File: src/sv/swm_pkg.sv
// Shared constants, types and helpers for the sliding window maximum unit.
package swm_pkg;

   localparam int MAX_WINDOW   = 64;
   localparam int SAMPLE_WIDTH = 16;
   localparam int IDX_W        = $clog2(MAX_WINDOW);
   localparam int WIN_W        = 7;

   localparam logic [WIN_W-1:0] WINDOW_RESET = WIN_W'(3);
   localparam logic [WIN_W-1:0] WINDOW_MIN   = WIN_W'(1);
   localparam logic [WIN_W-1:0] WINDOW_MAX   = WIN_W'(MAX_WINDOW);

   typedef logic signed [SAMPLE_WIDTH-1:0] sample_type;
   typedef logic [WIN_W-1:0]               window_type;
   typedef logic [IDX_W-1:0]               tap_type;

   // broadcast to the whole chain
   typedef struct packed {
      logic       load;
      logic       empty;
      sample_type sample;
   } chain_ctrl_type;

   // broadcast to every cell
   typedef struct packed {
      logic       load;
      logic       empty;
      sample_type sample;
      sample_type tail;
   } cell_ctrl_type;

   // clamp the programmed window size into 1..MAX_WINDOW
   function automatic window_type clamp_window(input window_type raw);
      window_type res;
      res = raw;
      if (raw < WINDOW_MIN) begin
         res = WINDOW_MIN;
      end else if (raw > WINDOW_MAX) begin
         res = WINDOW_MAX;
      end
      return res;
   endfunction

endpackage

File: src/sv/swm_channels.sv
// Handshake channel interfaces: sample input, result output and window size write.
interface swm_req_if import swm_pkg::*; ();
   logic       valid;
   logic       ready;
   sample_type sample;
   logic       end_of_stream;

   modport source (output valid, output sample, output end_of_stream, input ready);
   modport sink   (input valid, input sample, input end_of_stream, output ready);
endinterface

interface swm_rsp_if import swm_pkg::*; ();
   logic       valid;
   logic       ready;
   sample_type window_max;
   logic       final_result;

   modport source (output valid, output window_max, output final_result, input ready);
   modport sink   (input valid, input window_max, input final_result, output ready);
endinterface

interface swm_csr_if import swm_pkg::*; ();
   logic       valid;
   logic       ready;
   window_type window_size;

   modport source (output valid, output window_size, input ready);
   modport sink   (input valid, input window_size, output ready);
endinterface

File: src/sv/swm_cell.sv
// One cell of the chain: holds the maximum of the retained samples up to its age.
module swm_cell import swm_pkg::*; (
   input  logic          clock,
   input  cell_ctrl_type ctrl,
   input  logic          in_window,
   input  sample_type    prev_value,
   output sample_type    value
);

   sample_type value_ff;
   sample_type value_in;
   sample_type cand;

   // take the neighbor's running maximum against the new sample
   assign cand = (ctrl.empty || (ctrl.sample >= prev_value)) ? ctrl.sample : prev_value;
   // past the window edge every cell mirrors the front of the window
   assign value_in = in_window ? cand : ctrl.tail;

   always_ff @(posedge clock) begin
      if (ctrl.load) begin
         value_ff <= value_in;
      end
   end

   assign value = value_ff;

endmodule

File: src/sv/swm_chain.sv
// Row of cells plus the window edge tap that yields the next front value.
module swm_chain import swm_pkg::*; (
   input  logic           clock,
   input  chain_ctrl_type ctrl,
   input  window_type     window_eff,
   output sample_type     front
);

   sample_type    cell_value [MAX_WINDOW];
   sample_type    tap_value;
   tap_type       tap;
   window_type    tap_wide;
   logic          single;
   cell_ctrl_type cell_ctrl;

   // read the cell one short of the window edge
   assign tap_wide  = window_eff - WIN_W'(2);
   assign tap       = tap_wide[IDX_W-1:0];
   assign tap_value = cell_value[tap];
   assign single    = (window_eff == WINDOW_MIN);

   assign front = (single || ctrl.empty || (ctrl.sample >= tap_value)) ? ctrl.sample
                                                                        : tap_value;

   assign cell_ctrl.load   = ctrl.load;
   assign cell_ctrl.empty  = ctrl.empty;
   assign cell_ctrl.sample = ctrl.sample;
   assign cell_ctrl.tail   = front;

   for (genvar k = 0; k < MAX_WINDOW; k++) begin : g_cell
      localparam window_type CellAge = WIN_W'(k);
      logic       in_window;
      sample_type prev_value;

      assign in_window = (CellAge < window_eff);
      if (k == 0) begin : g_head
         assign prev_value = ctrl.sample;
      end else begin : g_link
         assign prev_value = cell_value[k-1];
      end

      swm_cell u_cell (
         .clock      (clock),
         .ctrl       (cell_ctrl),
         .in_window  (in_window),
         .prev_value (prev_value),
         .value      (cell_value[k])
      );
   end

endmodule

File: src/sv/sliding_window_max_unit.sv
// Top level of the sliding window maximum unit.
// Usage:
//   req_ch carries one signed sample per item plus end_of_stream, which marks
//   the last sample of a stream. rsp_ch carries window_max and final_result.
//   csr_ch writes the window size (always ready); write it only while idle.
//   A size of 0 acts as 1, a size above 64 acts as 64. Reset value is 3.
// Timing:
//   One item per cycle while rsp_ch does not stall. A result appears on rsp_ch in the cycle after the item
//   that caused it is accepted; it is held in a single output register.
//   Once window-size samples of the stream are in, every item yields the
//   maximum of the last window-size samples. An end_of_stream item always
//   yields a result (the maximum of the whole stream if it was short) with
//   final_result set, and starts a fresh stream.
// Structure:
//   A row of 64 cells; cell k keeps the maximum of the retained samples aged
//   up to k. On each accepted item every cell folds the new sample into its neighbor's
//   value, so the sample rate is set by one compare per cell and the tap mux.
// Reset: synchronous, active high; clears the stream and the output valid flag and restores the window size.
// Stall: while a result waits and rsp_ch.ready is low, req_ch.ready is low.
module sliding_window_max_unit import swm_pkg::*; (
   input  logic        clock,
   input  logic        reset,
   swm_req_if.sink     req_ch,
   swm_rsp_if.source   rsp_ch,
   swm_csr_if.sink     csr_ch
);

   window_type     window_ff;
   window_type     window_in;
   window_type     window_eff;
   window_type     seen_ff;
   window_type     seen_in;
   window_type     seen_next;
   logic           rsp_valid_ff;
   logic           rsp_valid_in;
   sample_type     rsp_max_ff;
   logic           rsp_final_ff;
   logic           accept;
   logic           emit;
   sample_type     front;
   chain_ctrl_type chain_ctrl;

   // window size register
   assign csr_ch.ready = 1'b1;
   assign window_in    = (csr_ch.valid) ? csr_ch.window_size : window_ff;
   assign window_eff   = clamp_window(window_ff);

   // accept whenever the output register is free or being drained
   assign req_ch.ready = !rsp_valid_ff || rsp_ch.ready;
   assign accept       = req_ch.valid && req_ch.ready;

   // count stream samples, saturate at the window size
   assign seen_next = (seen_ff < window_eff) ? (seen_ff + WIN_W'(1)) : window_eff;
   assign emit      = (seen_next >= window_eff) || req_ch.end_of_stream;

   always_comb begin
      seen_in = seen_ff;
      if (accept) begin
         seen_in = (req_ch.end_of_stream) ? '0 : seen_next;
      end
   end

   // the stream is empty until its first sample; cell contents are then stale
   assign chain_ctrl.load   = accept;
   assign chain_ctrl.empty  = (seen_ff == '0);
   assign chain_ctrl.sample = req_ch.sample;

   swm_chain u_chain (
      .clock      (clock),
      .ctrl       (chain_ctrl),
      .window_eff (window_eff),
      .front      (front)
   );

   // output register: load on an emitting item, drop once taken
   always_comb begin
      rsp_valid_in = rsp_valid_ff && !rsp_ch.ready;
      if (accept && emit) begin
         rsp_valid_in = 1'b1;
      end
   end

   always_ff @(posedge clock) begin
      if (reset) begin
         window_ff    <= WINDOW_RESET;
         seen_ff      <= '0;
         rsp_valid_ff <= 1'b0;
      end else begin
         window_ff    <= window_in;
         seen_ff      <= seen_in;
         rsp_valid_ff <= rsp_valid_in;
      end
   end

   always_ff @(posedge clock) begin
      if (accept && emit) begin
         rsp_max_ff   <= front;
         rsp_final_ff <= req_ch.end_of_stream;
      end
   end

   assign rsp_ch.valid        = rsp_valid_ff;
   assign rsp_ch.window_max   = rsp_max_ff;
   assign rsp_ch.final_result = rsp_final_ff;

endmodule
File: src/flat_wrapper.sv
// flat-port wrapper written by rule: the top's interface ports become plain ports
module sliding_window_max_unit_flat import swm_pkg::*;
  (clock, reset, req_ch_valid, req_ch_sample, req_ch_end_of_stream, req_ch_ready, rsp_ch_valid, rsp_ch_window_max, rsp_ch_final_result, rsp_ch_ready, csr_ch_valid, csr_ch_window_size, csr_ch_ready);
  swm_req_if req_ch_i ();
  swm_rsp_if rsp_ch_i ();
  swm_csr_if csr_ch_i ();
  input  logic clock;
  input  logic reset;
  input wire logic [$bits(req_ch_i.valid)-1:0] req_ch_valid;
  input wire logic [$bits(req_ch_i.sample)-1:0] req_ch_sample;
  input wire logic [$bits(req_ch_i.end_of_stream)-1:0] req_ch_end_of_stream;
  output wire logic [$bits(req_ch_i.ready)-1:0] req_ch_ready;
  output wire logic [$bits(rsp_ch_i.valid)-1:0] rsp_ch_valid;
  output wire logic [$bits(rsp_ch_i.window_max)-1:0] rsp_ch_window_max;
  output wire logic [$bits(rsp_ch_i.final_result)-1:0] rsp_ch_final_result;
  input wire logic [$bits(rsp_ch_i.ready)-1:0] rsp_ch_ready;
  input wire logic [$bits(csr_ch_i.valid)-1:0] csr_ch_valid;
  input wire logic [$bits(csr_ch_i.window_size)-1:0] csr_ch_window_size;
  output wire logic [$bits(csr_ch_i.ready)-1:0] csr_ch_ready;
  assign req_ch_i.valid = req_ch_valid;
  assign req_ch_i.sample = req_ch_sample;
  assign req_ch_i.end_of_stream = req_ch_end_of_stream;
  assign req_ch_ready = req_ch_i.ready;
  assign rsp_ch_valid = rsp_ch_i.valid;
  assign rsp_ch_window_max = rsp_ch_i.window_max;
  assign rsp_ch_final_result = rsp_ch_i.final_result;
  assign rsp_ch_i.ready = rsp_ch_ready;
  assign csr_ch_i.valid = csr_ch_valid;
  assign csr_ch_i.window_size = csr_ch_window_size;
  assign csr_ch_ready = csr_ch_i.ready;
  sliding_window_max_unit u_core (.clock(clock), .reset(reset), .req_ch(req_ch_i), .rsp_ch(rsp_ch_i), .csr_ch(csr_ch_i));
endmodule
File: config.mk
export PLATFORM = sky130hd
export DESIGN_NAME = sliding_window_max_unit_flat
export DESIGN_NICKNAME = d
export VERILOG_FILES = /design/src/sv/swm_pkg.sv /design/src/sv/swm_channels.sv /design/src/sv/swm_cell.sv /design/src/sv/swm_chain.sv /design/src/sv/sliding_window_max_unit.sv /design/src/flat_wrapper.sv
export SDC_FILE = /design/constraint.sdc
export NUM_CORES = 2
export LEC_CHECK = 0
export BUFFER_PORTS_ARGS = -buffer_cell sky130_fd_sc_hd__buf_2
export CAP_MARGIN = 20
export CORE_ASPECT_RATIO = 1.25
export CORE_MARGIN = 2
export CORE_UTILIZATION = 33
export DETAILED_ROUTE_END_ITERATION = 8
export PLACE_DENSITY = 0.53
export SYNTH_ARGS = -nofsm -noshare
export SYNTH_HDL_FRONTEND = slang
export SYNTH_SLANG_ARGS = --single-unit
File: constraint.sdc
create_clock -name clock -period 23.7 [get_ports clock]
set_input_delay 1.185 -clock clock [delete_from_list [all_inputs] [get_ports clock]]
set_output_delay 1.185 -clock clock [all_outputs]
set_load 0.02 [all_outputs]
==> results.json <==
{
  "dp_hpwl_um": 315000,
  "outcome": "complete, no violations",
  "period_share_pct": 44.8,
  "grt_max_degree": 131,
  "dr.pass1.iters": 9,
  "yosysWarnings": 0,
  "crit_required_ns": 24.32,
  "dr_wl_met3_um": 51200,
  "clock_sinks": 1056,
  "htreeDepth": 4,
  "multiInputGateArea_um2": 49500,
  "pin_count": 49,
  "area_growth_pct": 10.7,
  "dieArea_um2": 270000,
  "initial_core_util_pct": 33.2,
  "yosysUniqueCellTypes": 99,
  "top_layer": "met5",
  "synth.avg_cell_area_um2": 9.39,
  "grt_pass1_vias": 82073,
  "worstPathMaxFanout": 39,
  "dr_wl_met2_um": 206000,
  "tightest_slew_ns": 1.33,
  "wl_per_cell_um": 36.8,
  "layout_common_cells": "ha_1, edfxtp_1, inv_1",
  "hold_class": "flip-flop to flip-flop",
  "synth_edf_count": 1041,
  "numCtsBuffers": 138,
  "syn-num-nets": 10405,
  "power.share.clock_pct": 28.7,
  "power_w": 0.00770,
  "p_leak_nw": 39.9,
  "gp_congestion": 1.07,
  "tritoncts": "yes",
  "finalHoldViolCount": 0,
  "clockBufferDepth": 4,
  "final_common_cell": "ha_1",
  "worstPathCellList": "nor2b_4, buf_4, ha_4, clkinv_1, buf_4, o221ai_1, or4_1, a31oi_1, nand3_1, o211ai_4, buf_4, clkinv_2, ha_1, nand3_1, nor2_1, a41oi_1, o21a_4, buf_4, nand2_1, nor3_2, nor2b_1, buf_4, a221oi_1",
  "rsz0062_at_grt": "no",
  "drtIter0Drc": 12742,
  "ir_drop_mv": 0.0682,
  "row_count": 211,
  "fillers": 26331,
  "drive_above_1_share_pct": 13.3,
  "coreArea_um2": 264000,
  "synth_cells": 9332,
  "portBuffers": 47,
  "power.density_nw_per_um2": 79.4,
  "switching_share_pct": 43.0,
  "combPwrFrac_pct": 37.3,
  "clock_latency_ns": 0.88,
  "maxSlewViolCount": 0,
  "endpoint_kind": "flip-flop",
  "regArea_um2": 31600,
  "power.internal_w": 0.00439,
  "fin_crit_ns": 10.62,
  "fmax_mhz": 94.1,
  "max_stage_delay_ns": 0.89,
  "setup_tns_ns": 0,
  "p_seq_share_pct": 34.0,
  "met1_length_um": 167000,
  "antenna_found_initial": 39,
  "via_per_inst": 6.84,
  "vias": 87020,
  "worstSetupStartpointType": "flip-flop",
  "async_reset_ff_share_pct": 0,
  "overflow": 0,
  "setup_viol": 0,
  "postCtsSetupBuffers": 0,
  "r2r_cells": 23,
  "hold_depth": 2,
  "fin_skew_ns": 0.0884,
  "switching_power_w": 0.00331,
  "grt_first_pass_wirelength_um": 643000,
  "path_clk_slew_ns": 0.06,
  "max_slew_margin_pct": 10.2,
  "ys_seq_elements": 1056,
  "drc": 0,
  "cpMostUsedCell": "buf_4",
  "die_w_um": 465,
  "postCtsResizedCells": 0,
  "arrival_ns": 11.24,
  "antenna_left": 0,
  "num-nets-final": 10167,
  "drv_cap": 0,
  "synth-seq-area-share_pct": 36.0,
  "grt_usage_pct": 33.3,
  "cts_root_buffer": "clkbuf_16",
  "crit_path_top_delay_cell": "nor3_2",
  "synthFlopType": "edfxtp_1",
  "hold_buffers": 0,
  "fp.dieH_um": 580,
  "critPathKind": "flip-flop to flip-flop",
  "syn_area_um2": 87700,
  "routed_wl_um": 469000
}
[sequential cells by signal, indices dropped and copies added, names as in the netlist]
name / count
u_core.rsp_ch.final_result: 1
u_core.rsp_ch.window_max: 16
u_core.u_chain.g_cell.u_cell.value: 1024
u_core.window_ff: 7
u_core.rsp_ch.valid: 1
u_core.seen_ff: 7
[kinds of logic (layout without fill, tap and decap cells)]
kind of cell	after synthesis	count (layout)	share of synthesized area [%]
AOI/OAI and AO/OA	3064	3064	26.4
xor gates and xnor gates	8	8	0.0799
adders and majority gates	1044	1044	14.9
buffers and inverters	1787	1647	8.06
DFF	1056	1056	36.0
muxes	288	288	3.36
other	1	26	0.00428
and+or+nand+nor	2084	2084	11.2
[Yosys cell counts, types with 22 or more instances]
master,count,share of area (%)
o221a_2,441,5.7
a21o_1,134,1.1
clkbuf_1,513,2.2
o21bai_1,22,0.19
nor4_1,30,0.21
a221o_1,28,0.32
nor2_1,501,2.1
o31ai_1,28,0.24
buf_2,172,0.98
a31oi_1,371,2.6
nand4_1,157,1.1
o221ai_1,100,1.0
nor3_1,198,1.1
a221oi_1,286,2.9
or4_1,23,0.20
nand3_1,228,1.3
a22oi_1,31,0.27
a211oi_1,97,0.83
nand2_1,662,2.8
edfxtp_1,1041,36
buf_4,25,0.21
o21a_1,34,0.29
o22ai_1,382,2.7
ha_1,1044,15
nor2b_1,97,0.69
o21ai_1,24,0.14
inv_1,1016,4.3
a21oi_1,348,2.0
and3_1,42,0.30
o211ai_1,135,1.2
mux2_2,35,0.45
nand2b_1,41,0.29
a22o_1,46,0.46
buf_1,36,0.15
mux2i_1,246,2.8
and4_1,33,0.33
o21ai_0,307,1.8
[through the flow]
step           instances  util (%)  hold WS (ns)  cell area (um^2)  setup slack [ns]
2_1_floorplan       9332         -         0.506             87700              6.15
3_3_place_gp       12416      34.8         0.527             91900             13.84
3_5_place_dp       12442      34.9         0.555             92200             13.67
4_1_cts            12680      36.6         0.566             96600             13.67
5_1_grt            12707      36.7         0.591             97000             13.35
6_report           12731      36.7         0.552             97000             13.08
[power groups by stage]
| stage | registers, W | clock network (W) | logic [W] |
|---|---|---|---|
| after floorplan | 0.00257 | 0 | 0.00148 |
| after global placement | 0.00264 | 0 | 0.00265 |
| after detailed placement | 0.00264 | 0 | 0.00271 |
| after CTS | 0.00260 | 0.00222 | 0.00272 |
| after global routing | 0.00262 | 0.00228 | 0.00294 |
| final | 0.00262 | 0.00222 | 0.00287 |
[metal layers]
metal | track usage [%] | vias to the layer above
li1 | - | 35758
met1 | 38.8 | 42873
met2 | 51.4 | 6551
met3 | 8.48 | 1820
met4 | 27.4 | 18
met5 | 0 | -
[layout make-up]
| type | count | area share, % |
|---|---|---|
| Antenna cell | 25 | 0.0645 |
| Clock buffer | 162 | 3.72 |
| Clock inverter | 76 | 0.843 |
| Inverter | 1033 | 4.02 |
| Multi-Input combinational cell | 6489 | 51.0 |
| Sequential cell | 1056 | 32.5 |
| Tap cell | 3514 | 4.53 |
| Timing Repair Buffer | 376 | 3.26 |
[path summary, 6_finish.rpt]
path | from | slack [ns] | endpoint
worst min-delay path | u_core.rsp_ch.valid$_SDFF_PP0_ | 0.55 | u_core.rsp_ch.valid$_SDFF_PP0_
worst min register to register | u_core.rsp_ch.valid$_SDFF_PP0_ | 0.55 | u_core.rsp_ch.valid$_SDFF_PP0_
worst max register to register | u_core.window_ff[1]$_SDFFE_PP1P_ | 13.08 | u_core.u_chain.g_cell[2].u_cell.value[6]$_DFFE_PP_
worst max-delay path | u_core.window_ff[1]$_SDFFE_PP1P_ | 13.08 | u_core.u_chain.g_cell[2].u_cell.value[6]$_DFFE_PP_
[worst max-delay path, delay by kind of cell (launching register included)]
family          cells  cell delay [ns]
buf+inv             7             3.58
simple gates        8             2.85
compound gates      6             2.13
fa+ha+maj           2             0.83
flops               1             0.82
Power figures use the tool's default switching activity.
